<file path="src/hdl/jsrm_pkg.sv">
// jsrm_pkg: types and constants shared by the json string region mask blocks
// no dependencies

package jsrm_pkg;

  localparam int unsigned BlockBits = 64;
  localparam int unsigned QueueDepth = 2;

  localparam logic [BlockBits-1:0] EvenPos = 64'h5555_5555_5555_5555;
  localparam logic [BlockBits-1:0] OddPos  = 64'hAAAA_AAAA_AAAA_AAAA;

  // one resolved variant of a block, for a given incoming odd run carry
  typedef struct packed {
    logic [BlockBits-1:0] in_string;
    logic [BlockBits-1:0] real_q;
    logic                 odd_last;
  } jsrm_variant_t;

  // classified block, waiting for the carries to be applied
  typedef struct packed {
    logic [BlockBits-1:0] structural;
    jsrm_variant_t        no_carry;
    jsrm_variant_t        with_carry;
  } jsrm_item_t;

  typedef struct packed {
    logic valid;
    logic full;
  } jsrm_qstat_t;

endpackage

</file>
<file path="src/hdl/jsrm_front.sv">
// jsrm_front: classifies one block into both odd run carry variants
// depends on jsrm_pkg

module jsrm_front (
  input  logic [jsrm_pkg::BlockBits-1:0] structural_bits_i,
  input  logic [jsrm_pkg::BlockBits-1:0] quote_bits_i,
  input  logic [jsrm_pkg::BlockBits-1:0] backslash_bits_i,
  output jsrm_pkg::jsrm_item_t           item_o
);
  import jsrm_pkg::*;

  function automatic logic [BlockBits-1:0] prefix_xor(input logic [BlockBits-1:0] v);
    logic [BlockBits-1:0] r;
    r = v;
    for (int s = 1; s < BlockBits; s = s * 2) begin
      r = r ^ (r << s);
    end
    return r;
  endfunction

  logic [BlockBits-1:0] bs;
  logic [BlockBits-1:0] heads;
  logic [BlockBits-1:0] span_e;
  logic [BlockBits-1:0] span_o;
  logic [BlockBits-1:0] odd0;
  logic [BlockBits-1:0] odd1;
  logic [BlockBits-1:0] lead;
  logic [BlockBits-1:0] real_q0;
  logic [BlockBits-1:0] real_q1;

  always_comb begin
    bs      = backslash_bits_i;
    heads   = bs & ~(bs << 1);
    span_e  = bs & ((bs + (heads & EvenPos)) ^ bs);
    span_o  = bs & ((bs + (heads & OddPos)) ^ bs);
    odd0    = (span_e & EvenPos) | (span_o & OddPos);
    lead    = bs & ~(bs + {{(BlockBits-1){1'b0}}, 1'b1});
    odd1    = bs[0] ? (odd0 ^ lead) : odd0;
    real_q0 = quote_bits_i & ~(odd0 << 1);
    real_q1 = quote_bits_i & ~((odd1 << 1) | {{(BlockBits-1){1'b0}}, 1'b1});

    item_o.structural           = structural_bits_i;
    item_o.no_carry.in_string   = prefix_xor(real_q0);
    item_o.no_carry.real_q      = real_q0;
    item_o.no_carry.odd_last    = odd0[BlockBits-1];
    item_o.with_carry.in_string = prefix_xor(real_q1);
    item_o.with_carry.real_q    = real_q1;
    item_o.with_carry.odd_last  = odd1[BlockBits-1];
  end

endmodule

</file>
<file path="src/hdl/jsrm_queue.sv">
// jsrm_queue: two entry queue between the classifier and the carry stage
// depends on jsrm_pkg

module jsrm_queue (
  input  logic                   clk_i,
  input  logic                   rst_ni,
  input  logic                   push_i,
  input  jsrm_pkg::jsrm_item_t   item_i,
  input  logic                   pop_i,
  output jsrm_pkg::jsrm_item_t   item_o,
  output jsrm_pkg::jsrm_qstat_t  stat_o
);
  import jsrm_pkg::*;

  jsrm_item_t entries_q [QueueDepth];
  logic       wr_q, wr_d;
  logic       rd_q, rd_d;
  logic [1:0] cnt_q, cnt_d;
  logic       do_push;
  logic       do_pop;

  assign stat_o.valid = (cnt_q != 2'd0);
  assign stat_o.full  = (cnt_q == 2'(QueueDepth));
  assign do_push      = push_i && !stat_o.full;
  assign do_pop       = pop_i && stat_o.valid;
  assign item_o       = entries_q[rd_q];

  always_comb begin
    wr_d  = do_push ? ~wr_q : wr_q;
    rd_d  = do_pop ? ~rd_q : rd_q;
    cnt_d = cnt_q + 2'(do_push) - 2'(do_pop);
  end

  always_ff @(posedge clk_i or negedge rst_ni) begin
    if (!rst_ni) begin
      wr_q  <= 1'b0;
      rd_q  <= 1'b0;
      cnt_q <= 2'd0;
    end else begin
      wr_q  <= wr_d;
      rd_q  <= rd_d;
      cnt_q <= cnt_d;
    end
  end

  always_ff @(posedge clk_i) begin
    if (do_push) begin
      entries_q[wr_q] <= item_i;
    end
  end

endmodule

</file>
<file path="src/hdl/jsrm_back.sv">
// jsrm_back: applies the carries, masks the structural bits, holds the result
// depends on jsrm_pkg

module jsrm_back (
  input  logic                                clk_i,
  input  logic                                rst_ni,
  input  jsrm_pkg::jsrm_item_t                item_i,
  input  logic                                item_valid_i,
  output logic                                pop_o,
  output logic                                out_valid_o,
  input  logic                                out_stall_i,
  output logic [jsrm_pkg::BlockBits-1:0]      structural_outside_strings_o,
  output logic                                ends_inside_string_o
);
  import jsrm_pkg::*;

  logic                 odd_carry_q, odd_carry_d;
  logic                 str_carry_q, str_carry_d;
  logic                 valid_q, valid_d;
  logic [BlockBits-1:0] mask_q, mask_d;
  logic                 end_q, end_d;
  jsrm_variant_t        sel;
  logic [BlockBits-1:0] in_string;

  assign pop_o = item_valid_i && (!valid_q || !out_stall_i);

  always_comb begin
    sel       = odd_carry_q ? item_i.with_carry : item_i.no_carry;
    in_string = sel.in_string ^ {BlockBits{str_carry_q}};
    mask_d    = item_i.structural & ~(in_string & ~sel.real_q);
    end_d     = in_string[BlockBits-1];
    odd_carry_d = pop_o ? sel.odd_last : odd_carry_q;
    str_carry_d = pop_o ? end_d : str_carry_q;
    valid_d     = pop_o || (valid_q && out_stall_i);
  end

  always_ff @(posedge clk_i or negedge rst_ni) begin
    if (!rst_ni) begin
      odd_carry_q <= 1'b0;
      str_carry_q <= 1'b0;
      valid_q     <= 1'b0;
    end else begin
      odd_carry_q <= odd_carry_d;
      str_carry_q <= str_carry_d;
      valid_q     <= valid_d;
    end
  end

  always_ff @(posedge clk_i) begin
    if (pop_o) begin
      mask_q <= mask_d;
      end_q  <= end_d;
    end
  end

  assign out_valid_o                  = valid_q;
  assign structural_outside_strings_o = mask_q;
  assign ends_inside_string_o         = end_q;

endmodule

</file>
<file path="src/hdl/json_string_region_mask.sv">
// json_string_region_mask: top level, clears structural bits inside json strings
// depends on jsrm_pkg, jsrm_front, jsrm_queue, jsrm_back

// One 64-byte block is taken per cycle while in_stall_o is low; it is written
// to the queue and its result is then loaded into the output register: the
// classifier resolves escapes and the in-string prefix xor for both values of
// the incoming odd run carry in the accepting cycle and writes a two entry
// queue; the carry stage then picks the variant, applies the string carry and
// loads the output register, updating both carries in the same cycle so blocks
// follow back to back.
// in_stall_o rises only when the queue is full behind a stalled output.

module json_string_region_mask (
  input  logic                              clk_i,
  input  logic                              rst_ni,
  input  logic                              in_valid_i,
  output logic                              in_stall_o,
  input  logic [jsrm_pkg::BlockBits-1:0]    structural_bits_i,
  input  logic [jsrm_pkg::BlockBits-1:0]    quote_bits_i,
  input  logic [jsrm_pkg::BlockBits-1:0]    backslash_bits_i,
  output logic                              out_valid_o,
  input  logic                              out_stall_i,
  output logic [jsrm_pkg::BlockBits-1:0]    structural_outside_strings_o,
  output logic                              ends_inside_string_o
);
  import jsrm_pkg::*;

  jsrm_item_t  front_item;
  jsrm_item_t  queue_item;
  jsrm_qstat_t qstat;
  logic        pop;
  logic        push;

  assign in_stall_o = qstat.full;
  assign push       = in_valid_i && !qstat.full;

  jsrm_front u_front (
    .structural_bits_i (structural_bits_i),
    .quote_bits_i      (quote_bits_i),
    .backslash_bits_i  (backslash_bits_i),
    .item_o            (front_item)
  );

  jsrm_queue u_queue (
    .clk_i  (clk_i),
    .rst_ni (rst_ni),
    .push_i (push),
    .item_i (front_item),
    .pop_i  (pop),
    .item_o (queue_item),
    .stat_o (qstat)
  );

  jsrm_back u_back (
    .clk_i                        (clk_i),
    .rst_ni                       (rst_ni),
    .item_i                       (queue_item),
    .item_valid_i                 (qstat.valid),
    .pop_o                        (pop),
    .out_valid_o                  (out_valid_o),
    .out_stall_i                  (out_stall_i),
    .structural_outside_strings_o (structural_outside_strings_o),
    .ends_inside_string_o         (ends_inside_string_o)
  );

  a_full_not_empty: assert property (@(posedge clk_i) disable iff (!rst_ni)
    qstat.full |-> qstat.valid)
    else $error("queue full while empty");

  a_push_fills: assert property (@(posedge clk_i) disable iff (!rst_ni)
    push |=> qstat.valid || out_valid_o)
    else $error("accepted request vanished");

  a_idle_output_drains: assert property (@(posedge clk_i) disable iff (!rst_ni)
    qstat.valid && !out_valid_o |-> pop)
    else $error("queued request not moved to empty output");

  a_full_only_when_stalled: assert property (@(posedge clk_i) disable iff (!rst_ni)
    qstat.full |-> out_valid_o)
    else $error("queue full without a pending result");

endmodule
</file>
<file path="config.mk">
export PLATFORM = sky130hd
export DESIGN_NAME = json_string_region_mask
export DESIGN_NICKNAME = d
export VERILOG_FILES = /design/src/hdl/jsrm_pkg.sv /design/src/hdl/jsrm_front.sv /design/src/hdl/jsrm_queue.sv /design/src/hdl/jsrm_back.sv /design/src/hdl/json_string_region_mask.sv
export SDC_FILE = /design/constraint.sdc
export NUM_CORES = 1
export LEC_CHECK = 0
export BUFFER_PORTS_ARGS = -buffer_cell sky130_fd_sc_hd__buf_2
export CAP_MARGIN = 20
export CORE_ASPECT_RATIO = 1.2
export CORE_MARGIN = 2
export CORE_UTILIZATION = 56
export CTS_BUF_LIST = sky130_fd_sc_hd__clkbuf_2 sky130_fd_sc_hd__clkbuf_4 sky130_fd_sc_hd__clkbuf_8
export DETAILED_ROUTE_END_ITERATION = 16
export PLACE_DENSITY = 0.76
export SETUP_SLACK_MARGIN = 0.05
export SKIP_CTS_REPAIR_TIMING = 1
export SKIP_LAST_GASP = 1
export SYNTH_ARGS = -nofsm -noshare
export SYNTH_HDL_FRONTEND = slang
export SYNTH_SLANG_ARGS = --single-unit
</file>
<file path="constraint.sdc">
create_clock -name clk_i -period 15.76 [get_ports clk_i]
set_clock_uncertainty 0.1 [all_clocks]
set_input_delay 0 -clock clk_i [delete_from_list [all_inputs] [get_ports clk_i]]
set_output_delay 0 -clock clk_i [all_outputs]
set_load 0.03 [all_outputs]
</file>
# After elaboration in Yosys (flattened, before gate mapping)
# Memories as Yosys holds them, arrays and structs flattened.
# Cells that the tools add are included.
totals:
  out_inout_bits: 67
  in_bits: 196
  wordCells: 63
  ram_bits: 644
  latch_bits: 0
  ff_bits: 72
  memories: 1
  mem_bits_ro: 0
classes:
  n_mux: 4
  n_eq_ne: 1
  div: 0
  bitwise_logic: 33
  mul: 0
  n_shift: 0
  n_reduce_logical: 11
  n_addsub: 5
  n_lt_le_gt_ge: 0
mem_list:
  columns: ["name", "words", "width", "read_ports", "rd_clocked_by_memory_dff", "write_ports", "line", "text"]
  rows:
  - ["u_queue.entries_q", 2, 322, 1, 0, 1, "jsrm_queue.sv:15", "jsrm_item_t entries_q [QueueDepth];"]
ops:
  columns: ["cell", "n"]
  rows:
  - ["$xor 64x64->64", 15]
  - ["$and 64x64->64", 7]
  - ["$not 64->64", 6]
  - ["$mux 129", 1]
  - ["$add 64x1->64 const B", 1]
  - ["$add 64x64->64", 1]
  - ["$mux 64", 1]
  - ["$or 63x64->64", 1]
  - ["$add 63x63->63", 1]
  - ["$and 63x63->63", 1]
  - ["$xor 63x63->63", 1]
  - ["$logic_and 1x1->1", 5]
  - ["$logic_not 1->1", 3]
  - ["$add 2x1->2", 1]
  - ["$eq 2x2->1 const B", 1]
  - ["$logic_or 1x1->1", 2]
  - ["$mux 1", 2]
  - ["$not 1->1", 2]
  - ["$reduce_bool 2->1", 1]
  - ["$sub 2x1->2", 1]

# Logic depth before layout (Yosys ltp)
depth:
  word_depth: 16
  depth_mapped: 18
  mapped_depth_nobuf: 17

# Cells and area by module
# From an unflattened synthesis, not the netlist that was laid out.
unflattened:
  hier_cells: 2473
  area_unflattened_um2: 36028.3
by_module_without_submodules:
  columns: ["module", "area_each_um2", "instances", "cells_each", "seq_area_each_um2"]
  rows:
  - ["jsrm_queue", 24552.3, 1, 1020, 19438.6]
  - ["jsrm_front", 6964.2, 1, 1031, 0.0]
  - ["jsrm_back", 4498.1, 1, 421, 2026.9]
  - ["json_string_region_mask", 13.8, 1, 1, 0.0]

# Worst setup path after synthesis
# OpenSTA, ideal clock, no wires.
synth_path:
  kind: "flip-flop to flip-flop"
  from: "reg u_queue.cnt_q[1]"
  to: "mem u_queue.entries_q[0][0] (netlist bit), enable pin"
  stages_incl_launch_ff: 4
  period_less_slack_ns: 14.842
  t_arrival_ns: 13.738
  required_ns: 14.657
  path_slack_ns: 0.918
  path_cell_list: "dfrtp_1 > nand2_1 > nand2_1 > nor2_1"
synth_via:
  elab_chain_len: 6
synth_lines:
  columns: ["element", "line", "text"]
  rows:
  - ["start, declared", "jsrm_queue.sv:18", "logic [1:0] cnt_q, cnt_d;"]
  - ["start signal, assigned", "jsrm_queue.sv:42", "cnt_q <= cnt_d;"]
  - ["$eq 2x2->1 (*)", "jsrm_queue.sv:23", "assign stat_o.full = (cnt_q == 2'(QueueDepth));"]
  - ["$logic_not 1->1 (*)", "jsrm_queue.sv:24, json_string_region_mask.sv:35", null]
  - ["$logic_and 1x1->1", "json_string_region_mask.sv:35", "assign push = in_valid_i && !qstat.full;"]
  - ["$logic_and 1x1->1 (*)", "jsrm_queue.sv:24", "assign do_push = push_i && !stat_o.full;"]
  - ["$mux 1 (*)", "jsrm_queue.sv:47", "if (do_push) begin"]
  - ["$mux 1 (not written as such) (*)", "jsrm_queue.sv:48", "entries_q[wr_q] <= item_i;"]
  - ["end, declared", "jsrm_queue.sv:15", null]
# Every way passes the cells marked *; elsewhere a longest branch is shown, timed or not.

==> flow_summary.yaml <==
timing:
  drv_slew: 0
  rsz0062_at_grt: "false"
  worstMarginPinSlew_ps: 1110
  max_freq_mhz: 160
  min_period_over_period_pct: 39.6
  slew_headroom_pct: 26.2
  setup_tns_ps: 0
  period_needed_ps: 6250
  hold_violations: 2
  setup_viol: 0
  hold_ws_ps: -14.2
global_route:
  grt.met1_usage_pct: 35.1
  gr-max-usage-layer: "met2"
  gr-total-overflow: 0
  grt_pass1_wl_mm: 119
  grt_util_all_layers_pct: 26.3
  grt_max_degree: 163
  grtUsageMet3_pct: 5.21
  grt_antenna_before_repair: 14
  grt_pass1_vias: 20100
  use_met2_pct: 43.3
power_and_ir_drop:
  peakVddDrop_mv: 0.141
  p_leak_nw: 14.6
  power_density_nw_per_um2: 212
floorplan:
  rows: 97
  io_pins: 263
  die_w_um: 225
  fp.dieArea_um2: 60500
  start_util_pct: 56.4
  core_um2: 58100
  fp.dieH_um: 269
logic_synthesis:
  yosysMostFrequentCell: "edfxtp_1"
  ys_top_cells_by_count: "701 x edfxtp_1, 180 x nor2_1, 171 x xnor2_1"
  ys_ff_latch: 708
  synth_area_um2: 32800
  synth_edf_count: 701
  synthTopCellsByArea: "edfxtp_1 64%, mux4_2 8.6%, xnor2_1 4.6%, nor2_1 2.1%, mux2i_1 2.0%"
  synth_fp_nets: 2368
  avgSynthCellArea_um2: 15.1
  yosysWarnings: 0
  yosysSeqAreaShare_pct: 64.7
  synthArstFlopShare_pct: 0.989
  synthFlopType: "edfxtp_1"
  synth_largest_area_cell: "edfxtp_1"
  netlist_instances: 2170
  synthDistinctLibCells: 81
  yosysTopAreaCellShare_pct: 64.2
layout:
  area_growth_pct: 21.8
  nets: 2961
  largest_reg_flops: 636
  layout.cells.non_filler: 3590
  drive_gt1_share_pct: 21.4
  top_register: "u_queue.entries_q"
  final_cell_area_um2: 39900
detailed_routing:
  dr.pass1.iters: 5
  vias: 21300
  drt_iter0_markers: 1877
  post_drt_wl_per_cell_um: 24.1
  via_per_inst: 5.93
  drt_wl_total_mm: 86.5
  ant_nets: 0
  drc: 0
clocking:
  clkLatencyLatePin_ps: 710
  numCtsBuffers: 105
  htreeDepth: 3
  clk_pin_slew_ps: 60
  cts_buffer_depth: 3
  cts.sinks: 708
  clock-root-buffer: "clkbuf_8"
  cts_tree: "done"
outcome:
  status: "complete, but fails checks"
  violations: "negative hold slack"
placement:
  hpwl_mm: 55.6
  placed_cell_area_um2: 34900
  dp.cells: 3108
  portBuffers: 262
  routabilityCongestion: 0.927
worst_setup_path:
  worstPathCellList: "dlygate4sd3_1 -> buf_2 -> nand2b_1 -> dlygate4sd3_1 -> a21boi_1 -> o22ai_1 -> xor2_2 -> xnor2_4 -> xnor3_2 -> xnor2_2 -> xnor3_2 -> xnor3_2 -> xnor2_2 -> inv_2 -> xnor2_4 -> inv_4 -> xnor2_4 -> xnor3_1 -> xor2_1"
  cpPeakStageDelay_ps: 620
  worstSetupStartpointType: "input pin"
  critical_path_class: "in -> reg"
  worstPathArrival_ps: 6600
  path_max_fanout: 9
  endpoint_kind: "register"
  cp_slowest_cell: "dlygate4sd3_1"
  required_ps: 16110
worst_hold_path:
  hold_path.class: "in -> reg"
run:
  cap_violations: 0
[cell usage in the layout, fill, tap and decap left out, types with 17 or more instances in the layout]
cell,n
buf_2,262
nand2_1,113
xnor2_1,171
edfxtp_1,701
dlygate4sd3_1,289
a21oi_1,68
buf_4,19
clkbuf_8,113
nand3_1,35
clkbuf_4,33
nor3_1,20
mux4_2,125
nor2_1,179
a31oi_1,20
xnor3_1,17
and2_1,37
mux2i_1,65
nand2b_1,26
inv_1,98
nor2b_1,18
o21a_1,21
clkinv_1,21
o21ai_0,67
xor2_1,66
a21boi_0,22
[path summary, 6_finish.rpt]
check,depth (start not counted),slack [ps],from,to
worst max-delay path,19,9510,backslash_bits_i[1],u_queue.entries_q[1][128]
worst min-delay path,3,-10,backslash_bits_i[29],u_queue.entries_q[1][31]
worst max register to register,6,11800,u_queue.rd_q,u_back.structural_outside_strings_o[11]
worst min register to register,1,400,u_queue.cnt_q[1],u_queue.cnt_q[1]
max in group asynchronous,3,15080,rst_ni,u_back.str_carry_q
min in group asynchronous,3,180,rst_ni,u_back.out_valid_o
[metal layers]
metal	vias to the layer above	share of wire (%)	routed length, um
met5	-	0.091	79
li1	9450	-	-
met4	14	2.9	2510
met3	171	6.6	5700
met1	10700	39	33900
met2	922	51	44300
[critical path, delay by kind of cell]
family	cells	cell delay, ps
AND/OR/NAND/NOR	1	230
AO/OA/AOI/OAI	2	600
XOR/XNOR	11	4140
buffers and inverters	5	1590
[where the power goes]
| group | leakage (nW) | switching, mW | internal (mW) |
|---|---|---|---|
| Clock | 1.11 | 0.707 | 0.806 |
| Combinational | 6.85 | 2.05 | 1.37 |
| Sequential | 6.67 | 0.225 | 3.29 |
| Total | 14.6 | 2.99 | 5.48 |
[through the flow]
stage / hold slack [ps] / util (%) / setup WS, ps / power [mW]
after global placement: -257 / 60.0 / 9850 / 6.72
after global routing: 7.05 / 68.7 / 9340 / 8.86
final: -14.2 / 68.7 / 9510 / 8.46
after floorplan: -396 / - / 918 / 6.14
after CTS: -1050 / 63.7 / 10480 / 8.37
after detailed placement: -255 / 60.0 / 9730 / 6.86
[kinds of logic after synthesis]
logic type,synth area share (%)
buffers and inverters,2.16
and+or+nand+nor,7.12
muxes,10.7
adders and majority gates,0.0763
AOI/OAI and AO/OA,6.47
DFF,64.7
xor gates and xnor gates,8.76
[layout make-up]
class                           count  area [um^2]
Fill cell                        3805        18200
Timing Repair Buffer              572         4390
Multi-Input combinational cell   1275        10900
Antenna cell                        7         17.5
Sequential cell                   708        21200
Tap cell                          742          928
Inverter                          101          382
Clock buffer                      146         1800
Clock inverter                     39          312
No activity file was read; power rests on OpenSTA's default activity.
